File: src/hdl/sirs_pkg.sv
// shared types, widths and character codes for the signed radix text converter
package sirs_pkg;

  localparam int DIGIT_W = 4;
  localparam int RADIX_W = 5;
  localparam int BASE_W = 8;
  localparam int CHAR_W = 7;
  localparam int POS_W = 6;
  localparam int CHUNK_W = 8;
  localparam int OUT_DATA_W = 16;

  localparam logic [BASE_W-1:0] BASE_LO = 8'd2;
  localparam logic [BASE_W-1:0] BASE_HI = 8'd16;
  localparam logic [RADIX_W-1:0] RADIX_MIN = 5'd2;
  localparam logic [RADIX_W-1:0] RADIX_MAX = 5'd16;

  localparam logic [CHAR_W-1:0] MINUS_CODE = 7'd45;
  localparam logic [CHAR_W-1:0] ZERO_CODE = 7'd48;
  localparam logic [CHAR_W-1:0] ALPHA_CODE = 7'd55;
  localparam logic [DIGIT_W-1:0] TEN = 4'd10;

  typedef struct packed {
    logic load;
    logic again;
  } div_ctl_t;

  typedef struct packed {
    logic push;
    logic pop;
  } stack_ctl_t;

  // uppercase glyph for one digit
  function automatic logic [CHAR_W-1:0] glyph(input logic [DIGIT_W-1:0] d);
    logic [CHAR_W-1:0] code;
    if (d < TEN) begin
      code = ZERO_CODE + {{(CHAR_W-DIGIT_W){1'b0}}, d};
    end else begin
      code = ALPHA_CODE + {{(CHAR_W-DIGIT_W){1'b0}}, d};
    end
    return code;
  endfunction

endpackage

File: src/hdl/sirs_div.sv
// shared divide-by-radix unit, one byte of the dividend per cycle
module sirs_div #(
  parameter int DW = 32
) (
  input  logic                              clk,
  input  logic                              rst_n,
  input  sirs_pkg::div_ctl_t                ctl,
  input  logic [DW-1:0]                     dividend,
  input  logic [sirs_pkg::RADIX_W-1:0]      radix,
  output logic [DW-1:0]                     quotient,
  output logic [sirs_pkg::DIGIT_W-1:0]      remainder,
  output logic                              done
);

  localparam int NCH = DW / sirs_pkg::CHUNK_W;
  localparam int CW = (NCH > 1) ? $clog2(NCH) : 1;

  logic [DW-1:0] dividend_r;
  logic [sirs_pkg::RADIX_W-1:0] radix_r;
  logic [sirs_pkg::DIGIT_W-1:0] rem_r;
  logic [CW-1:0] cnt_r;
  logic busy_r;
  logic done_r;

  logic [sirs_pkg::CHUNK_W-1:0] q_byte;
  logic [sirs_pkg::DIGIT_W-1:0] rem_step;

  // eight restoring steps on the top byte of the dividend
  always_comb begin
    logic [sirs_pkg::RADIX_W-1:0] r;
    logic [sirs_pkg::RADIX_W-1:0] t;
    r = {1'b0, rem_r};
    q_byte = '0;
    for (int i = sirs_pkg::CHUNK_W - 1; i >= 0; i--) begin
      t = {r[sirs_pkg::DIGIT_W-1:0], dividend_r[DW-sirs_pkg::CHUNK_W+i]};
      if (t >= radix_r) begin
        r = t - radix_r;
        q_byte[i] = 1'b1;
      end else begin
        r = t;
      end
    end
    rem_step = r[sirs_pkg::DIGIT_W-1:0];
  end

  always_ff @(posedge clk) begin
    if (!rst_n) begin
      busy_r <= 1'b0;
      done_r <= 1'b0;
    end else begin
      done_r <= 1'b0;
      if (ctl.load || ctl.again) begin
        busy_r <= 1'b1;
      end else if (busy_r && cnt_r == CW'(NCH - 1)) begin
        busy_r <= 1'b0;
        done_r <= 1'b1;
      end
    end
  end

  always_ff @(posedge clk) begin
    if (ctl.load) begin
      dividend_r <= dividend;
      radix_r <= radix;
      rem_r <= '0;
      cnt_r <= '0;
    end else if (ctl.again) begin
      rem_r <= '0;
      cnt_r <= '0;
    end else if (busy_r) begin
      // quotient bytes rotate in at the bottom as dividend bytes leave the top
      dividend_r <= (dividend_r << sirs_pkg::CHUNK_W) | DW'(q_byte);
      rem_r <= rem_step;
      cnt_r <= CW'(cnt_r + 1'b1);
    end
  end

  assign quotient = dividend_r;
  assign remainder = rem_r;
  assign done = done_r;

endmodule

File: src/hdl/sirs_stack.sv
// digit stack: least significant digit pushed first, popped last
module sirs_stack #(
  parameter int DEPTH = 32
) (
  input  logic                          clk,
  input  sirs_pkg::stack_ctl_t          ctl,
  input  logic [sirs_pkg::DIGIT_W-1:0]  din,
  output logic [sirs_pkg::DIGIT_W-1:0]  top
);

  logic [sirs_pkg::DIGIT_W-1:0] ent_r [DEPTH];

  always_ff @(posedge clk) begin
    if (ctl.push) begin
      ent_r[0] <= din;
      for (int i = 1; i < DEPTH; i++) begin
        ent_r[i] <= ent_r[i-1];
      end
    end else if (ctl.pop) begin
      for (int i = 0; i < DEPTH - 1; i++) begin
        ent_r[i] <= ent_r[i+1];
      end
      ent_r[DEPTH-1] <= '0;
    end
  end

  assign top = ent_r[0];

endmodule

File: src/hdl/signed_int_to_radix_string.sv
// signed integer to radix text converter, top level with sequencer and output register
//
// Input transfer: in_tdata carries a signed value and a radix (clamped to 2..16).
// Output: one transfer per ASCII character, a '-' first for negative values,
// then the digits most significant first in 0-9A-F; out_tlast marks the final one.
// Zero gives "0"; the most negative value converts through its unsigned magnitude.
// Digits come from one shared divider that handles one byte of the magnitude per
// cycle, one digit per division. All digits are divided out first, then one
// character is sent per cycle while out_tready is high: up to 33 characters for a
// 32-bit value in radix 2.
// in_tready is high only between items; the next item may enter while the final
// character still waits in the output register. A stall on out_tready holds the
// character in the output register and pauses the character sequence.
// Reset (synchronous, rst_n low) drops any item in flight and clears out_tvalid.
module signed_int_to_radix_string #(
  parameter int VALUE_BITS = 32
) (
  input  logic clk,
  input  logic rst_n,
  input  logic in_tvalid,
  output logic in_tready,
  // value [VALUE_BITS-1:0], base [VALUE_BITS+7:VALUE_BITS], zero fill above
  input  logic [((VALUE_BITS+sirs_pkg::BASE_W+7)/8)*8-1:0] in_tdata,
  output logic out_tvalid,
  input  logic out_tready,
  // char_code [6:0], position [12:7], zero fill [15:13]
  output logic [sirs_pkg::OUT_DATA_W-1:0] out_tdata,
  output logic out_tlast
);

  localparam int NCH = (VALUE_BITS + sirs_pkg::CHUNK_W - 1) / sirs_pkg::CHUNK_W;
  localparam int DW = NCH * sirs_pkg::CHUNK_W;
  localparam int NW = $clog2(VALUE_BITS + 1);

  typedef enum logic [1:0] {
    ST_IDLE,
    ST_DIV,
    ST_EMIT
  } state_t;

  state_t state_r;
  logic out_tvalid_r;
  logic out_tlast_r;
  logic [sirs_pkg::CHAR_W-1:0] out_char_r;
  logic [sirs_pkg::POS_W-1:0] out_pos_r;
  logic [sirs_pkg::POS_W-1:0] pos_r;
  logic [NW-1:0] ndig_r;
  logic sign_pend_r;

  logic accept;
  logic emit_take;
  logic [VALUE_BITS-1:0] raw;
  logic neg;
  logic [VALUE_BITS-1:0] mag;
  logic [sirs_pkg::BASE_W-1:0] base_in;
  logic [sirs_pkg::RADIX_W-1:0] radix;
  logic q_zero;

  sirs_pkg::div_ctl_t div_ctl;
  sirs_pkg::stack_ctl_t stk_ctl;
  logic [DW-1:0] div_q;
  logic [sirs_pkg::DIGIT_W-1:0] div_rem;
  logic div_done;
  logic [sirs_pkg::DIGIT_W-1:0] stk_top;

  always_comb begin
    in_tready = (state_r == ST_IDLE);
    accept = in_tvalid && in_tready;
    raw = in_tdata[VALUE_BITS-1:0];
    neg = raw[VALUE_BITS-1];
    mag = neg ? (~raw + 1'b1) : raw;
    base_in = in_tdata[VALUE_BITS+sirs_pkg::BASE_W-1:VALUE_BITS];
    if (base_in < sirs_pkg::BASE_LO) begin
      radix = sirs_pkg::RADIX_MIN;
    end else if (base_in > sirs_pkg::BASE_HI) begin
      radix = sirs_pkg::RADIX_MAX;
    end else begin
      radix = base_in[sirs_pkg::RADIX_W-1:0];
    end
    q_zero = (div_q == '0);
    emit_take = (state_r == ST_EMIT) && (!out_tvalid_r || out_tready);
    div_ctl.load = accept;
    div_ctl.again = (state_r == ST_DIV) && div_done && !q_zero;
    stk_ctl.push = (state_r == ST_DIV) && div_done;
    stk_ctl.pop = emit_take && !sign_pend_r;
  end

  sirs_div #(
    .DW(DW)
  ) u_div (
    .clk       (clk),
    .rst_n     (rst_n),
    .ctl       (div_ctl),
    .dividend  (DW'(mag)),
    .radix     (radix),
    .quotient  (div_q),
    .remainder (div_rem),
    .done      (div_done)
  );

  sirs_stack #(
    .DEPTH(VALUE_BITS)
  ) u_stack (
    .clk (clk),
    .ctl (stk_ctl),
    .din (div_rem),
    .top (stk_top)
  );

  always_ff @(posedge clk) begin
    if (!rst_n) begin
      state_r <= ST_IDLE;
      out_tvalid_r <= 1'b0;
      ndig_r <= '0;
      pos_r <= '0;
      sign_pend_r <= 1'b0;
    end else begin
      if (out_tvalid_r && out_tready && !emit_take) begin
        out_tvalid_r <= 1'b0;
      end
      unique case (state_r)
        ST_IDLE: begin
          if (accept) begin
            sign_pend_r <= neg;
            ndig_r <= '0;
            pos_r <= '0;
            state_r <= ST_DIV;
          end
        end
        ST_DIV: begin
          if (div_done) begin
            ndig_r <= NW'(ndig_r + 1'b1);
            if (q_zero) begin
              state_r <= ST_EMIT;
            end
          end
        end
        ST_EMIT: begin
          if (emit_take) begin
            out_tvalid_r <= 1'b1;
            out_pos_r <= pos_r;
            pos_r <= sirs_pkg::POS_W'(pos_r + 1'b1);
            if (sign_pend_r) begin
              out_char_r <= sirs_pkg::MINUS_CODE;
              out_tlast_r <= 1'b0;
              sign_pend_r <= 1'b0;
            end else begin
              out_char_r <= sirs_pkg::glyph(stk_top);
              out_tlast_r <= (ndig_r == NW'(1));
              ndig_r <= NW'(ndig_r - 1'b1);
              if (ndig_r == NW'(1)) begin
                state_r <= ST_IDLE;
              end
            end
          end
        end
        default: begin
          state_r <= ST_IDLE;
        end
      endcase
    end
  end

  assign out_tvalid = out_tvalid_r;
  assign out_tlast = out_tlast_r;
  assign out_tdata = {{(sirs_pkg::OUT_DATA_W - sirs_pkg::POS_W - sirs_pkg::CHAR_W){1'b0}},
                      out_pos_r, out_char_r};

endmodule
File: config.mk
export PLATFORM = sky130hd
export DESIGN_NAME = signed_int_to_radix_string
export DESIGN_NICKNAME = d
export VERILOG_FILES = /design/src/hdl/sirs_pkg.sv /design/src/hdl/sirs_div.sv /design/src/hdl/sirs_stack.sv /design/src/hdl/signed_int_to_radix_string.sv
export SDC_FILE = /design/constraint.sdc
export NUM_CORES = 1
export LEC_CHECK = 0
export BUFFER_PORTS_ARGS = -buffer_cell sky130_fd_sc_hd__buf_2
export CORE_MARGIN = 2
export CORE_UTILIZATION = 31
export CTS_CLUSTER_DIAMETER = 150
export DETAILED_ROUTE_END_ITERATION = 12
export GPL_TIMING_DRIVEN = 0
export PLACE_DENSITY_LB_ADDON = 0.05
export SYNTH_ARGS = -nofsm -noshare
export SYNTH_HDL_FRONTEND = slang
export SYNTH_SLANG_ARGS = --single-unit
export TNS_END_PERCENT = 30
File: constraint.sdc
create_clock -name clk -period 12.15 [get_ports clk]
set_input_delay 0 -clock clk [delete_from_list [all_inputs] [get_ports clk]]
set_output_delay 0 -clock clk [all_outputs]
set_load 0.005 [all_outputs]
Word-level counts from Yosys, hierarchy flattened
Memory sizes are Yosys's and may differ from the RTL's.
Cells that the tools add are included.
{ "totals": {"output_inout_bits": 19, "register_bits": 75, "latch_bits": 0, "mem_bits_ro": 0, "mem_bits_rw": 128, "mem_count": 1} }
{ "memory_table": {"columns": ["memory", "depth", "width", "rd", "rd_clocked_by_memory_dff", "wr", "line_no", "source"], "rows": [
  ["u_stack.ent_r", 32, 4, 32, 0, 32, "sirs_stack.sv:11", "logic [sirs_pkg::DIGIT_W-1:0] ent_r [DEPTH];"]
]} }
{ "op_classes": {"mux": 82, "multipliers": 0, "div": 0, "add_sub_neg": 15, "reduce_logical": 28, "eq_ne": 11, "bitwise_logic": 35, "shifts": 0, "order_cmp": 11} }
{ "ops": {"columns": ["op", "count"], "rows": [
  ["$mux W4", 40],
  ["$mux W32", 4],
  ["$ge A5 B5 Y1", 8],
  ["$add A32 B1 Y32 const B", 1],
  ["$logic_not A32 Y1", 1],
  ["$not A32 Y32", 1],
  ["$or A1 B1 Y1", 32],
  ["$or A32 B8 Y32", 1],
  ["$sub A4 B4 Y4", 8],
  ["$mux W6", 5],
  ["$mux W1", 21],
  ["$pmux W6 S3", 1],
  ["$add A6 B4 Y7 const A", 2],
  ["$add A6 B1 Y6 const B", 2],
  ["$mux W2", 6],
  ["$pmux W6 S2", 1],
  ["$gt A8 B5 Y1 const B", 1],
  ["$logic_and A1 B1 Y1", 8],
  ["$lt A8 B2 Y1 const B", 1],
  ["$ne A2 B2 Y1 const B", 4],
  ["$mux W7", 1],
  ["$eq A6 B1 Y1 const B", 1],
  ["$ne A2 B1 Y1 const B", 3],
  ["$pmux W2 S3", 1],
  ["18 further kinds", 28]
]} }

Longest topological paths before layout
{ "depth": {"ltp_word": 20, "mapped_depth": 56} }

Hierarchy
From an unflattened synthesis, not the netlist that was laid out.
{ "unflattened": {"hier_cells": 897, "area_unflattened_um2": 11755.0} }
{ "modules_own_cells": {"columns": ["module", "area_each_um2", "instances", "cells_each"], "rows": [
  ["sirs_stack", 5695.5, 1, 276],
  ["sirs_div", 3647.2, 1, 346],
  ["signed_int_to_radix_string", 2412.3, 1, 275]
]} }

Worst setup path before layout
No wires, ideal clock.
{ "synth_path": {"path_kind": "reg2reg", "start": "reg u_div.radix_r[1] (netlist bit)", "end": "reg u_div.rem_r (netlist bit u_div.remainder[3])", "slack_ns": 1.080, "arrival_time_ns": 10.949, "path_stages_with_launch": 51, "period_less_slack_ns": 11.070, "path_cell_list": "edfxtp_1 inv_1 ha_1 nor2b_1 o31a_1 or3_1 a21oi_2 mux2_2 ha_1 o21a_1 o31a_1 o22ai_1 a21boi_0 ha_1 o21ai_0 a21oi_1 o22ai_1 mux2i_1 (+15 left out) o21ai_0 a31o_2 clkbuf_1 mux2_2 o21ai_0 ha_1 nand2_1 inv_1 a221o_1 buf_2 o41ai_2 ha_1 a21o_1 a31oi_1 o21ai_1 and4b_1 o21ai_0 nand2_1"} }
{ "synth_via": {"elab_chain_cells": 16, "elab_cells_between_ends": 24, "cone_classes": "8 x add/sub; 8 x order compare; 8 x mux"} }
{ "synth_rtl": {"columns": ["element", "line_no", "source"], "rows": [
  ["start, declared", "sirs_div.sv:19", "logic [sirs_pkg::RADIX_W-1:0] radix_r;"],
  ["start signal, assigned", "sirs_div.sv:64", "radix_r <= radix;"],
  ["$sub A4 B4 Y4 or $ge A5 B5 Y1 (tied branches)", "sirs_div.sv:37, sirs_div.sv:36", null],
  ["$mux W4", "sirs_div.sv:36", "if (t >= radix_r) begin"],
  ["$sub A4 B4 Y4 or $ge A5 B5 Y1 (tied branches)", "sirs_div.sv:37, sirs_div.sv:36", null],
  ["$mux W4", "sirs_div.sv:36", null],
  ["$sub A4 B4 Y4 or $ge A5 B5 Y1 (tied branches)", "sirs_div.sv:37, sirs_div.sv:36", null],
  ["$mux W4", "sirs_div.sv:36", null],
  ["$ge A5 B5 Y1 or $sub A4 B4 Y4 (tied branches)", "sirs_div.sv:36, sirs_div.sv:37", null],
  ["$mux W4", "sirs_div.sv:36", null],
  ["$sub A4 B4 Y4 or $ge A5 B5 Y1 (tied branches)", "sirs_div.sv:37, sirs_div.sv:36", null],
  ["$mux W4", "sirs_div.sv:36", null],
  ["$sub A4 B4 Y4 or $ge A5 B5 Y1 (tied branches)", "sirs_div.sv:37, sirs_div.sv:36", null],
  ["$mux W4", "sirs_div.sv:36", null],
  ["$ge A5 B5 Y1 or $sub A4 B4 Y4 (tied branches)", "sirs_div.sv:36, sirs_div.sv:37", null],
  ["$mux W4", "sirs_div.sv:36", null],
  ["$sub A4 B4 Y4 or $ge A5 B5 Y1 (tied branches)", "sirs_div.sv:37, sirs_div.sv:36", null],
  ["$mux W4 (*)", "sirs_div.sv:36", null],
  ["end signal, assigned", "sirs_div.sv:73", "rem_r <= rem_step;"],
  ["end, declared", "sirs_div.sv:20", "logic [sirs_pkg::DIGIT_W-1:0] rem_r;"]
]} }
Every way passes the cells marked *; elsewhere a longest branch is shown, timed or not.
A chain may end at the register's enable or synchronous reset.

Worst setup path after layout
Same ends and word-level chain as after synthesis.

==> results.yml <==
outcome:
  run_status: "complete, but fails checks"
  violations: "negative hold slack"
synthesis:
  postSynth.topFlopCell: "sky130_fd_sc_hd__edfxtp_1"
  yosys_warnings: 0
  synth_top_cell_area_share_pct: 47.59
  synth_edf_count: 179
  synth.ff_latch_count: 203
  post_synth.cell_area_avg_um2: 11.85
  synth_top_area_cell: "sky130_fd_sc_hd__edfxtp_1"
  postSynthCellCount: 953
  ys_seq_area_share_pct: 51.84
  synthesis.area_um2: 11300
  netlist-cell-type-count: 71
  post_synth_main_area_contributors: "sky130_fd_sc_hd__edfxtp_1 (48%), sky130_fd_sc_hd__mux2_2 (13%), sky130_fd_sc_hd__ha_1 (5.6%)"
  synth-async-reset-ratio_pct: 0
drt:
  drt-total-wl_um: 27010
  initialDrtViolationCount: 410
  post_drt_wl_per_cell_um: 17.15
  via_count: 7698
  antenna_violating_nets_left: 0
  firstDrtPassIters: 4
  detail_route.vias_per_cell: 4.888
  drc: 0
finish:
  layout.cells.most_common_list: "sky130_fd_sc_hd__edfxtp_1 (179), sky130_fd_sc_hd__mux2_2 (127), sky130_fd_sc_hd__nand2_1 (83)"
  final_design_area_no_fill_um2: 13740
  finish.net_count: 1198
  insertedDiodeCount: 0
  area_growth_pct: 21.63
  multi_input_comb_area_um2: 5224
  post_layout_nonfiller_instances: 1575
  seq_area_um2: 5856
  layout.cells.most_common: "sky130_fd_sc_hd__edfxtp_1"
  filler_instances: 3556
  post_route_cells_drive_above_1_share_pct: 25.94
clocking:
  clkLatencyLatePin_ns: 0.54
  cts.sinks: 203
  tritoncts.num_buffers: 25
  cts_tree: "built"
  cts.htree.levels: 1
  clk_pin_slew_worst_paths_ns: 0.06
  cts_root_buffer: "sky130_fd_sc_hd__clkbuf_16"
  max-clock-path-buffers: 3
min_path:
  class_of_the_most_critical_hold_timing_path: "input pin to flip-flop"
setup_path:
  cp_data_arrival_time_ns: 11.69
  critical_path_class: "flip-flop to flip-flop"
  path_delay_family: "compound AO/OA/AOI/OAI gates"
  path_buf_inv: 5
  critical_path.startpoint_type: "flip-flop"
  cp_capture_type: "flip-flop"
  critPathMostFrequentCell: "sky130_fd_sc_hd__ha_1"
  critPathMaxStageDelay_ns: 0.45
  crit_required_ns: 12.56
  slowest_stage: "sky130_fd_sc_hd__edfxtp_1"
  maximum_fanout_along_the_worst_path: 9
timing:
  setup_viols_final: 0
  maxSlewViolCount: 0
  timing.slew.headroom_pct: 42.58
  timing.clock.skew_ns: 0.02084
  timing.final.crit_share_pct: 92.80
  minimum_clock_period_after_layout_ns: 11.28
  slew_worst_pin_ns: 0.8523
  fmax_ghz: 0.08869
  finalHoldViolCount: 1
  rsz0062_at_grt: "false"
  finalHoldWorstSlack_ns: -0.006303
global_routing:
  number_of_global_route_vias_before_repair: 7916
  grt.total_usage_pct: 14.35
  grt.overflow.total: 0
  grt_first_pass_wirelength_um: 43490
  grt_start_max_net_pins: 29
  grt_antenna_before_repair: 0
floorplanning:
  dieArea_um2: 37980
  dieWidth_um: 194.9
  pin_count: 63
  vert_die_dim_um: 194.9
  initial_utilization_pct: 31.60
  std_cell_rows: 69
  design.core.area_um2: 35740
place:
  post_detailed_placement_cell_area_um2: 12350
  hpwl_um: 19600
  place_inst: 1482
  port_buffers: 59
  place.gp.congestion: 0.7850
flow_run:
  max_cap_violations: 0
repair_timing:
action,in CTS,in global routing
resized for setup,9,16
pin swaps,0,3
endpoints found under the setup margin,6,5
hold buffers,37,0
hold endpoints to repair,38,0
buffers inserted,2,9
worst min-delay path: cells and delay by family:
family,cells,cell delay [ns]
AO/OA/AOI/OAI,1,0.23
XOR/XNOR,1,0.06
buffers and inverters,1,0.11
synthesized netlist by cell type, types with 9 or more instances:
| cell | n |
|---|---|
| sky130_fd_sc_hd__inv_1 | 48 |
| sky130_fd_sc_hd__xnor2_1 | 14 |
| sky130_fd_sc_hd__nand4_1 | 9 |
| sky130_fd_sc_hd__edfxtp_1 | 179 |
| sky130_fd_sc_hd__nor2_1 | 57 |
| sky130_fd_sc_hd__nor2b_1 | 9 |
| sky130_fd_sc_hd__o21ai_0 | 56 |
| sky130_fd_sc_hd__a21oi_1 | 40 |
| sky130_fd_sc_hd__dfxtp_1 | 24 |
| sky130_fd_sc_hd__o31ai_1 | 9 |
| sky130_fd_sc_hd__clkbuf_1 | 21 |
| sky130_fd_sc_hd__xor2_1 | 33 |
| sky130_fd_sc_hd__ha_1 | 51 |
| sky130_fd_sc_hd__mux2_2 | 127 |
| sky130_fd_sc_hd__nor4_1 | 10 |
| sky130_fd_sc_hd__nand3_1 | 10 |
| sky130_fd_sc_hd__nand2_1 | 83 |
| sky130_fd_sc_hd__mux2i_1 | 12 |
| sky130_fd_sc_hd__nor3_1 | 13 |
worst paths after layout:
kind              slack [ns]        startpoint            endpoint  depth (start not counted)
hold / removal        -0.006      in_tdata[10]  u_div.quotient[10]                          3
hold reg to reg         0.45          pos_r[5]        out_pos_r[5]                          0
setup reg to reg        0.87  u_div.radix_r[1]  u_div.remainder[3]                         49
setup / recovery        0.87  u_div.radix_r[1]  u_div.remainder[3]                         49
through the flow:
step	TNS (ns)	util (%)	worst slack [ns]
final	0	38.44	0.8744
after global routing	0	38.44	0.02630
after CTS	0	38.06	0.02683
after detailed placement	-7.628	34.54	-1.578
after global placement	-466.72	34.07	-3.591
after floorplan	0	-	1.080
metal layers:
| metal | part of all wire (%) | global-route usage, % | vias to the layer above |
|---|---|---|---|
| met1 | 46 | 18.95 | 3716 |
| met5 | 0 | 0 | - |
| met3 | 2.9 | 1.857 | 33 |
| met4 | 2.1 | 3.591 | 0 |
| met2 | 49 | 24.85 | 110 |
| li1 | - | - | 3839 |
state kept, by name (all words and copies together), names as in the netlist, 2 cells and up:
signal           cells
u_stack.ent_r      128
u_div.quotient      32
out_char_r           7
ndig_r               6
out_pos_r            6
pos_r                6
u_div.radix_r        5
u_div.remainder      4
state_r              2
u_div.cnt_r          2
final cells by class:
class,count,area share [%]
plain buffers,36,1.138
clock buffers,32,4.963
clock inverters,14,1.075
inverters,49,1.393
multi-input cells,666,38.02
flip-flops and latches,203,42.62
well taps,461,4.198
repair buffers,114,6.593
kinds of logic after synthesis:
logic type / synth area share [%]
DFF: 51.84
adders and majority gates: 7.067
xor gates and xnor gates: 3.644
muxes: 13.72
buffers and inverters: 3.046
and+or+nand+nor: 10.17
AOI/OAI and AO/OA: 10.48
other: 0.03320
Power is not shown: default switching activity piles up to over one toggle a cycle in this logic, so the estimate is an artifact.
